File: config.mk
export PLATFORM = sky130hd
export DESIGN_NAME = sgfa_ctrl
export DESIGN_NICKNAME = d
export VERILOG_FILES = /design/src/rtl/core/sgfa_pkg.sv /design/src/rtl/core/sgfa_ctrl.sv
export SDC_FILE = /design/constraint.sdc
export NUM_CORES = 1
export LEC_CHECK = 0
export ABC_AREA = 0
export BUFFER_PORTS_ARGS = -buffer_cell sky130_fd_sc_hd__buf_2
export CORE_MARGIN = 5
export CORE_UTILIZATION = 45
export DETAILED_ROUTE_END_ITERATION = 8
export GPL_TIMING_DRIVEN = 0
export MAX_ROUTING_LAYER = met4
export PLACE_DENSITY = 0.7
export SYNTH_ARGS = -nofsm -noshare
export SYNTH_HDL_FRONTEND = slang
export SYNTH_SLANG_ARGS = --single-unit
File: constraint.sdc
create_clock -name clk -period 1.6 [get_ports clk]
set_input_delay 0.32 -clock clk [delete_from_list [all_inputs] [get_ports clk]]
set_output_delay 0.32 -clock clk [all_outputs]
set_load 0.05 [all_outputs]
File: src/rtl/core/sgfa_pkg.sv
// ----------------------------------------------------------------------------
// sgfa_pkg
// Shared types and constants of the softened gravity force accumulator.
// ----------------------------------------------------------------------------
`default_nettype none

package sgfa_pkg;

	localparam int unsigned POS_W    = 32;
	localparam int unsigned MASS_W   = 16;
	localparam int unsigned EPS_W    = 32;
	localparam int unsigned GRAV_W   = 16;
	localparam int unsigned SUM_W    = 48;
	localparam int unsigned CFG_IDX_W = 2;

	localparam logic [CFG_IDX_W-1:0] CFG_SOFTENING = 2'd0;
	localparam logic [CFG_IDX_W-1:0] CFG_GRAV      = 2'd1;

	localparam logic [EPS_W-1:0]  SOFTENING_RST = 32'd655360;
	localparam logic [GRAV_W-1:0] GRAV_RST      = 16'd6554;

	// last counter values of the shared sequential units
	localparam logic [5:0] SQRT_LAST = 6'd29;
	localparam logic [5:0] DIV_LAST  = 6'd48;

	typedef enum logic [4:0] {
		OP_NONE,
		OP_LOAD,
		OP_SQX,
		OP_SQY,
		OP_SQE,
		OP_GM,
		OP_NUMX,
		OP_NUMY,
		OP_NUMY2,
		OP_NORM,
		OP_SQI,
		OP_SQRT,
		OP_PMUL,
		OP_SHIFT,
		OP_DIVI,
		OP_DIV,
		OP_ACC
	} op_t;

	typedef struct packed {
		logic norm_done;
		logic d_zero;
		logic last;
		logic out_blocked;
	} dp_status_t;

endpackage

`default_nettype wire

File: src/rtl/core/sgfa_ctrl.sv
// ----------------------------------------------------------------------------
// sgfa_ctrl
// Sequencer: steps the shared multiplier, normalizer, square root and divider.
// ----------------------------------------------------------------------------
`default_nettype none

module sgfa_ctrl import sgfa_pkg::*; (
	input  wire logic       clk,
	input  wire logic       arst_n,
	input  wire logic       in_valid,
	output logic            in_stall,
	input  wire dp_status_t status,
	output op_t             op
);

	typedef enum logic [4:0] {
		S_IDLE, S_SQX, S_SQY, S_SQE, S_GM, S_NUMX, S_NUMY, S_NUMY2,
		S_NORM, S_SQI, S_SQRT, S_PMUL, S_SHIFT, S_DIVI, S_DIV, S_ACC
	} state_t;

	state_t     state_q;
	logic [5:0] cnt_q;

	assign in_stall = (state_q != S_IDLE);

	always_comb begin
		case (state_q)
			S_IDLE:  op = in_valid ? OP_LOAD : OP_NONE;
			S_SQX:   op = OP_SQX;
			S_SQY:   op = OP_SQY;
			S_SQE:   op = OP_SQE;
			S_GM:    op = OP_GM;
			S_NUMX:  op = OP_NUMX;
			S_NUMY:  op = OP_NUMY;
			S_NUMY2: op = OP_NUMY2;
			S_NORM:  op = OP_NORM;
			S_SQI:   op = OP_SQI;
			S_SQRT:  op = OP_SQRT;
			S_PMUL:  op = OP_PMUL;
			S_SHIFT: op = OP_SHIFT;
			S_DIVI:  op = OP_DIVI;
			S_DIV:   op = OP_DIV;
			S_ACC:   op = (status.last && status.out_blocked) ? OP_NONE : OP_ACC;
			default: op = OP_NONE;
		endcase
	end

	always_ff @(posedge clk or negedge arst_n) begin
		if (!arst_n) begin
			state_q <= S_IDLE;
			cnt_q   <= '0;
		end else begin
			case (state_q)
				S_IDLE:  if (in_valid) state_q <= S_SQX;
				S_SQX:   state_q <= S_SQY;
				S_SQY:   state_q <= S_SQE;
				S_SQE:   state_q <= S_GM;
				S_GM:    state_q <= S_NUMX;
				S_NUMX:  state_q <= S_NUMY;
				S_NUMY:  state_q <= S_NUMY2;
				S_NUMY2: state_q <= S_NORM;
				S_NORM: begin
					// zero distance adds nothing: go straight to the sums
					if (status.d_zero)
						state_q <= S_ACC;
					else if (status.norm_done)
						state_q <= S_SQI;
				end
				S_SQI: begin
					state_q <= S_SQRT;
					cnt_q   <= SQRT_LAST;
				end
				S_SQRT: begin
					if (cnt_q == '0)
						state_q <= S_PMUL;
					else
						cnt_q <= cnt_q - 6'd1;
				end
				S_PMUL:  state_q <= S_SHIFT;
				S_SHIFT: state_q <= S_DIVI;
				S_DIVI: begin
					state_q <= S_DIV;
					cnt_q   <= DIV_LAST;
				end
				S_DIV: begin
					if (cnt_q == '0)
						state_q <= S_ACC;
					else
						cnt_q <= cnt_q - 6'd1;
				end
				S_ACC: begin
					// hold a last pair while the previous result word still waits
					if (!(status.last && status.out_blocked))
						state_q <= S_IDLE;
				end
				default: state_q <= S_IDLE;
			endcase
		end
	end

	a_accept_starts: assert property (@(posedge clk) disable iff (!arst_n)
		(in_valid && !in_stall) |=> (state_q == S_SQX))
		else $error("accepted word did not start the sequence");

	a_sqrt_cnt: assert property (@(posedge clk) disable iff (!arst_n)
		(state_q == S_SQRT) |-> (cnt_q <= SQRT_LAST))
		else $error("square root counter out of range");

	a_div_entry: assert property (@(posedge clk) disable iff (!arst_n)
		(state_q == S_DIV) |-> ($past(state_q) == S_DIVI || $past(state_q) == S_DIV))
		else $error("divider entered without setup");

endmodule

`default_nettype wire

# [Yosys cells after proc, flatten, opt, wreduce, memory -nomap -nowiden]
# Cells that the tools add are included.
[op_classes] addsub=1 eq_ne=21 n_mux=12 n_reduce_logical=8
[op_table] operator="5-bit one-hot mux with 16 select lines" n=2
[op_table] operator="5-bit by 4-bit equality test with 1-bit output (second input constant)" n=8
[op_table] operator="5-bit two-way mux" n=7
[op_table] operator="5-bit by 3-bit equality test with 1-bit output (second input constant)" n=4
[op_table] operator="6-bit one-hot mux with 3 select lines" n=1
[op_table] operator="5-bit by 2-bit equality test with 1-bit output (second input constant)" n=2
[op_table] operator="2-bit != test (second input constant)" n=5
[op_table] operator="6-bit zero test" n=1
[op_table] operator="6-bit two-way mux" n=1
[op_table] operator="6-bit by 1-bit subtractor with 6-bit output (second input constant)" n=1
[op_table] operator="5-bit by 1-bit equality test with 1-bit output (second input constant)" n=1
[op_table] operator="5-bit zero test" n=1
[op_table] operator="5-bit AND reduction" n=1
[op_table] operator="5-bit nonzero test" n=1
[op_table] operator="3-bit != test (second input constant)" n=1
[op_table] operator="3-bit nonzero test" n=1
[op_table] operator="2-bit AND reduction" n=1
[op_table] operator="2-bit OR reduction" n=1
[op_table] operator="1-bit logical AND" n=1
[op_table] operator="1-bit two-way mux" n=1
[word_totals] reg_bits=11 inputBits=7 out_inout_bits=6

# [Depth between registers and ports, before layout]
# Gate-level depths: netlist of run 1.
[logic_depth] depth_word=4 ltp_mapped=6

# [Least setup slack after synthesis of run 1]
# No wires, ideal clock.
[synth_path] path_type="flip-flop to output port" from="register state_q[3]" to="output op[4]" t_arrival_ps=2034 path_slack_ps=-754 path_stages_with_launch=4 path_buffers=1 path_cell_list="dfrtp_1 > clkbuf_1 > inv_1 > a211oi_1"
[synth_via] elab_chain_len=2
[synth_rtl] element="start: declaration" line="sgfa_ctrl.sv:21" rtl="state_t state_q;"
[synth_rtl] element="start signal: assignment" line="sgfa_ctrl.sv:50" rtl="state_q <= S_IDLE;"
[synth_rtl] element="start signal: assignment" line="sgfa_ctrl.sv:54" rtl="S_IDLE: if (in_valid) state_q <= S_SQX;"
[synth_rtl] element="start signal: assignment" line="sgfa_ctrl.sv:55" rtl="S_SQX: state_q <= S_SQY;"
[synth_rtl] element="5-bit by 4-bit equality test with 1-bit output, or another cell as far along" line="sgfa_ctrl.sv:27" rtl="case (state_q)"
[synth_rtl] element="5-bit one-hot mux with 16 select lines *" line="sgfa_ctrl.sv:27"
[synth_rtl] element="end: declaration" line="sgfa_ctrl.sv:13" rtl="output op_t op"
# Every way passes the cells marked *; elsewhere a longest branch is shown, timed or not.

# [Worst setup path after layout of run 1]
[layout_path] from="register state_q[1]" to="output in_stall"
[layout_via] elab_chain_len=1
[layout_rtl] element="5-bit nonzero test" line="sgfa_ctrl.sv:24" rtl="assign in_stall = (state_q != S_IDLE);"
[layout_rtl] element="end: declaration" line="sgfa_ctrl.sv:11" rtl="output logic in_stall,"
# Every way passes these cells.

==> run summary, run 1 <==
GR met3 Demand/Resource: 7.01%
WHS Path Cells: 3
FF-to-FF End: cnt_q[2]
M1 GR Usage: 31.6%
Root buf cell: clkbuf_4
Post-Syn Nets: 85
RSZ-0062 raised after global routing: true
Antenna Cells: 0
Setup CP Type: reg -> out
Worst-Skew Late Latency: 280 ps
Area growth, synth to finish: 84.9%
Max-slew headroom: 60.5%
DRC Markers: 0
Netlist cell types: 31
Hold path startpoint: status[0]
CP required: 1280 ps
IO Pins: 13
Worst Slack Setup Final: -239 ps
Post-detail-place hpwl: 1.10 mm
Hold worst-path end: state_q[3]
Post-Syn Area: 653 um^2
Max Freq: 544 MHz
First-pass GRT wire length: 3.85 mm
Synthesis-stage register bit count: 10
Hold slack: 394 ps
Top cells by area, synth: dfrtp_1, o21ai_0, nor2_1
Initial Utilization: 49.0%
Core ar.: 1330 um^2
Met2 Usage GRT: 39.6%
First-pass iteration count of the detailed router: 4
Slew Limit Fails: 0
Std-Cell Rows: 13
NumNets Final: 131
Share of cells above drive strength 1: 53.3%
CTS tree: yes
GRT busiest layer: met2
Routed WL: 2.85 mm
CP Max Fanout: 5
Failing checks: setup timing
CP Data Arrival Time: 1520 ps
Via count: 860
Max H-tree Level: 1
Max-cap check violation count: 0
Die area: 2310 um^2
Detailed Route Iter0 Violations: 68
Critical Path End Type: output pin
R2r setup slk: -230 ps
Clock slew at reported path FFs: 90 ps
Largest net degree at the start of global routing: 11
Overall Global Routing Usage: 24.9%
Yosys top cell area share: 38.3%
R2R cell count: 6
Mapped Cells: 77
Critical Path Source Type: flop
Max Root-Sink Buffers: 2
Vias in the first global route: 792
Die X: 48.1 um
Gr ovfl total: 0
Final setup vio count: 13
Chip height: 48.1 um
Fill count: 54
Clk sinks: 10
GPL Wtd Cong: 0.799
Slew @ Worst Pin: 591 ps
Initial antenna violation count: 0
Post-synthesis average cell area: 8.48 um^2
Hold Crit Class: in -> reg
Final Cycle Share: 115%
Seq/Total Area, Yosys: 38.3%
Syn. warnings: 0
Post-route ant nets: 0
WL/cell: 20.8 um
TritonCTS Buffers: 3
Largest area contributor in the netlist: dfrtp_1
Final Hold Viols: 0
IO Port Bufs: 12
Critical R2R Launch: state_q[1]
Vias/cell: 6.28
Tmin final: 1840 ps
Status: finished, violations left
Clock Skew: 15.3 ps
[sequential cells by signal (all words and copies together), names as in the netlist]
name / cells
cnt_q: 6
state_q: 4
[through the flow]
stage | worst slack, ps | std cells | cell area, um^2 | setup TNS [ps] | utilization (%)
6_report | -239 | 137 | 1210 | -1980 | 90.5
5_1_grt | -263 | 137 | 1210 | -2340 | 90.5
4_1_cts | -201 | 128 | 1090 | -1140 | 82.1
3_5_place_dp | -290 | 104 | 776 | -1670 | 58.2
3_3_place_gp | -233 | 104 | 776 | -1400 | 58.2
2_1_floorplan | -86.1 | 77 | 697 | -512 | -
[per-layer routing]
| layer | wire (um) | up-vias |
|---|---|---|
| li1 | - | 374 |
| met4 | 104 | 0 |
| met1 | 1150 | 402 |
| met5 | 0 | - |
| met3 | 276 | 18 |
| met2 | 1320 | 66 |
[final cells by class]
type	count	area (um^2)	area share [%]
inverter	3	11.3	0.933
sequential	10	253	20.9
timing repair buffer	42	348	28.8
tap	15	18.8	1.55
multi-input combinational	61	515	42.7
clock buffer	4	36.3	3.01
buffer	2	25.0	2.07
[how the worst max path moves through the flow]
stage	startpoint	endpoint	cells past startpoint	slack (ps)
detailed placement	cnt_q[0]	cnt_q[5]	6	-290
global placement	cnt_q[0]	cnt_q[5]	6	-230
finish	state_q[1]	in_stall	3	-240
CTS	state_q[1]	in_stall	3	-200
global route	state_q[1]	cnt_q[2]	6	-260
floorplan	cnt_q[0]	cnt_q[2]	6	-90
[worst max-delay path, cell delays in order, from the launching register on]
cell	delay [ps]
dfrtp_1	430
buf_6	150
or4_4	490
buf_8	170
[synth_stat cells]
master,n
dfrtp_1,10
nor2_1,10
o21ai_0,10
a21oi_1,6
nand2_1,5
clkbuf_1,3
inv_1,3
nor2b_1,2
nor3_1,2
o211ai_1,2
o21bai_1,2
o31ai_1,2
xnor2_1,2
a211oi_1,1
a22oi_1,1
a31oi_1,1
and3_1,1
and3b_1,1
buf_2,1
ha_1,1
nand2b_1,1
nand3_1,1
nand3b_1,1
nand4_1,1
nor3b_1,1
nor4_1,1
o311ai_4,1
o32a_1,1
or4_1,1
or4b_4,1
xor2_1,1
[what timing repair did]
item	4_1_cts	5_1_grt
gates resized for setup	36	12
hold endpoints to repair	10	0
endpoints found under the setup margin	12	12
cloned	2	0
pin swaps	14	7
setup buffers	18	11
hold buffers	1	0
[layout by cell type, fill, tap and decap left out, drive strengths merged]
master,synthesis,routed
nand2b,1,1
nor2,10,10
clkbuf,3,6
and3,1,1
inv,3,3
o31ai,2,2
a22oi,1,1
a211oi,1,1
nand4,1,1
nand3,1,1
nor2b,2,2
xor2,1,1
a21oi,6,6
nor3b,1,1
nor4,1,1
a31oi,1,1
o32a,1,1
or4b,1,1
o21ai,10,10
or4,1,1
nand2,5,5
nor3,2,2
dlygate4sd3,0,1
xnor2,2,2
o311ai,1,2
buf,1,41
dfrtp,10,10
o211ai,2,2
and3b,1,1
ha,1,1
nand3b,1,1
o21bai,2,2
[cell families (layout without fill, tap and decap cells)]
kind of cell	count (synthesis)	after routing	share of synthesized area, %
AOI/OAI and AO/OA	27	28	28.0
xor gates and xnor gates	3	3	4.02
adders and majority gates	1	1	1.92
buffers and inverters	7	51	4.21
DFF	10	10	38.3
and+or+nand+nor	29	29	23.6
Power of run 1 is not shown: default switching activity piles up to over one toggle a cycle in this logic, so the estimate is an artifact.
==> inputs of run 2 (changes only) <==
--- a/config.mk
+++ b/config.mk
@@ -7,12 +7,15 @@
 export LEC_CHECK = 0
 export ABC_AREA = 0
 export BUFFER_PORTS_ARGS = -buffer_cell sky130_fd_sc_hd__buf_2
+export CELL_PAD_IN_SITES_DETAIL_PLACEMENT = 1
+export CELL_PAD_IN_SITES_GLOBAL_PLACEMENT = 2
+export CORE_ASPECT_RATIO = 1.4
 export CORE_MARGIN = 5
-export CORE_UTILIZATION = 45
+export CORE_UTILIZATION = 27
 export DETAILED_ROUTE_END_ITERATION = 8
 export GPL_TIMING_DRIVEN = 0
 export MAX_ROUTING_LAYER = met4
-export PLACE_DENSITY = 0.7
+export PLACE_DENSITY = 0.75
 export SYNTH_ARGS = -nofsm -noshare
 export SYNTH_HDL_FRONTEND = slang
 export SYNTH_SLANG_ARGS = --single-unit
==> constraint.sdc (replaced) <==
create_clock -name clk -period 1.6 [get_ports clk]
set_input_delay 0.32 -clock clk [delete_from_list [all_inputs] [get_ports clk]]
set_output_delay 0.32 -clock clk [all_outputs]
set_load 0.1 [all_outputs]
==> run 2 against run 1 <==
The run still ends with setup timing left. Global-route usage down 10 points. Non-clock buffer count down 5. Final cell count up 1.5%. Largest cell class unchanged. Count of clock-buffer cells in the layout unchanged. Core utilization down 38 points. Die area up 52%. Design area up 3.2%. Clock skew down 7.8 ps. Critical path depth unchanged. Register-to-register slack better by 90 ps. Worst setup slack better by 1.0 ps. Critical endpoint unchanged. Wire length down 17%.
==> run summary, run 2 (synthesis gave the netlist of run 1 again) <==
Status: finished, violations left
Failing checks: setup timing
Die X: 51.6 um
Post-detail-place hpwl: 1.40 mm
Slew Limit Fails: 0
Core ar.: 2360 um^2
CP required: 1280 ps
Initial Utilization: 27.6%
FF-to-FF End: cnt_q[5]
Max H-tree Level: 1
Most common cell after layout, fill and taps aside: buf_4
Clock Skew: 7.52 ps
Worst-Skew Late Latency: 270 ps
Largest registers: cnt_q: 6 flops, state_q: 4 flops
Die area: 3520 um^2
Max Freq: 544 MHz
Most frequent cells in the layout: buf_4, nor2_1, dfrtp_1
Max-slew headroom: 71.7%
IO Port Bufs: 12
GPL Wtd Cong: 0.732
Hold path startpoint: status[2]
CTS tree: yes
Overall Global Routing Usage: 14.5%
WHS Path Cells: 3
Area growth, synth to finish: 90.8%
Std-Cell Rows: 21
Hold worst-path end: state_q[1]
Clock slew at reported path FFs: 70 ps
Inst Count DP: 112
Via count: 753
Most flops, register: cnt_q
Clk sinks: 10
Final setup vio count: 12
WL/cell: 16.9 um
Setup CP Type: reg -> out
First-pass iteration count of the detailed router: 2
Setup TNS Final: -1600 ps
RSZ-0062 raised after global routing: true
Tmin final: 1840 ps
R2r setup slk: -140 ps
Chip height: 68.2 um
Worst Slack Setup Final: -238 ps
CP Max Fanout: 6
Post-route ant nets: 0
IO Pins: 13
Hold Crit Class: in -> reg
CP Data Arrival Time: 1520 ps
Slew @ Worst Pin: 422 ps
Critical Path End Type: output pin
Gr ovfl total: 0
Place WS: -314 ps
Hold slack: 424 ps
Vias in the first global route: 763
Max reg flops: 6
NumNets Final: 125
Initial antenna violation count: 0
Share of cells above drive strength 1: 56.9%
Antenna Cells: 0
Final Cycle Share: 115%
Vias/cell: 5.42
TritonCTS Buffers: 3
R2R cell count: 7
Root buf cell: clkbuf_4
Final Hold Viols: 0
DRC Markers: 0
Critical R2R Launch: cnt_q[0]
Max-cap check violation count: 0
Fill count: 260
Detailed Route Iter0 Violations: 8
Largest net degree at the start of global routing: 11
Max Root-Sink Buffers: 2
Routed WL: 2.35 mm
Critical Path Source Type: flop
Non-Filler Instances: 139
First-pass GRT wire length: 3.60 mm
## run 2: layer usage
metal | vias up | routed length (um) | global-route usage [%]
li1 | 356 | - | -
met1 | 378 | 873 | 14.1
met2 | 14 | 1360 | 28.2
met3 | 5 | 73 | 1.31
met4 | 0 | 42 | 6.89
met5 | - | 0 | -
## run 2: how the worst max path moves through the flow
stage / start / to / slack [ps] / depth (start not counted)
6_report: state_q[0] / in_stall / -240 / 3
5_1_grt: state_q[1] / op[4] / -270 / 4
4_1_cts: state_q[0] / in_stall / -240 / 3
3_5_place_dp: cnt_q[0] / cnt_q[0] / -310 / 5
3_3_place_gp: cnt_q[0] / cnt_q[1] / -300 / 5
2_1_floorplan: state_q[3] / op[4] / -280 / 3
## run 2: stage by stage
stage / area [um^2] / util (%)
floorplan: 763 / -
finish: 1250 / 52.7
global placement: 852 / 36.0
global route: 1250 / 52.7
CTS: 1180 / 50.1
detailed placement: 852 / 36.0
## run 2: area by class of cell
type | instances | area, um^2 | area share (%)
multi-input cells | 60 | 533 | 42.8
plain buffers | 3 | 41.3 | 3.31
inverters | 3 | 11.3 | 0.904
repair buffers | 36 | 352 | 28.2
well taps | 23 | 28.8 | 2.31
clock buffers | 4 | 26.3 | 2.11
flip-flops and latches | 10 | 254 | 20.4
## run 2: repair_timing
| item | in CTS | in global routing |
|---|---|---|
| setup buffers | 15 | 9 |
| pin swaps | 7 | 9 |
| hold buffers | 1 | 0 |
| gates resized for setup | 39 | 13 |
| endpoints found under the setup margin | 12 | 12 |
| endpoints found under the hold margin | 10 | 0 |
| cloned | 1 | 0 |
## run 2: worst max-delay path: stages (launching register included)
cell and delay (ps):
dfrtp_2 420, buf_8 130, or4_4 520, buf_12 180
Power of run 2 is left out for the same reason.
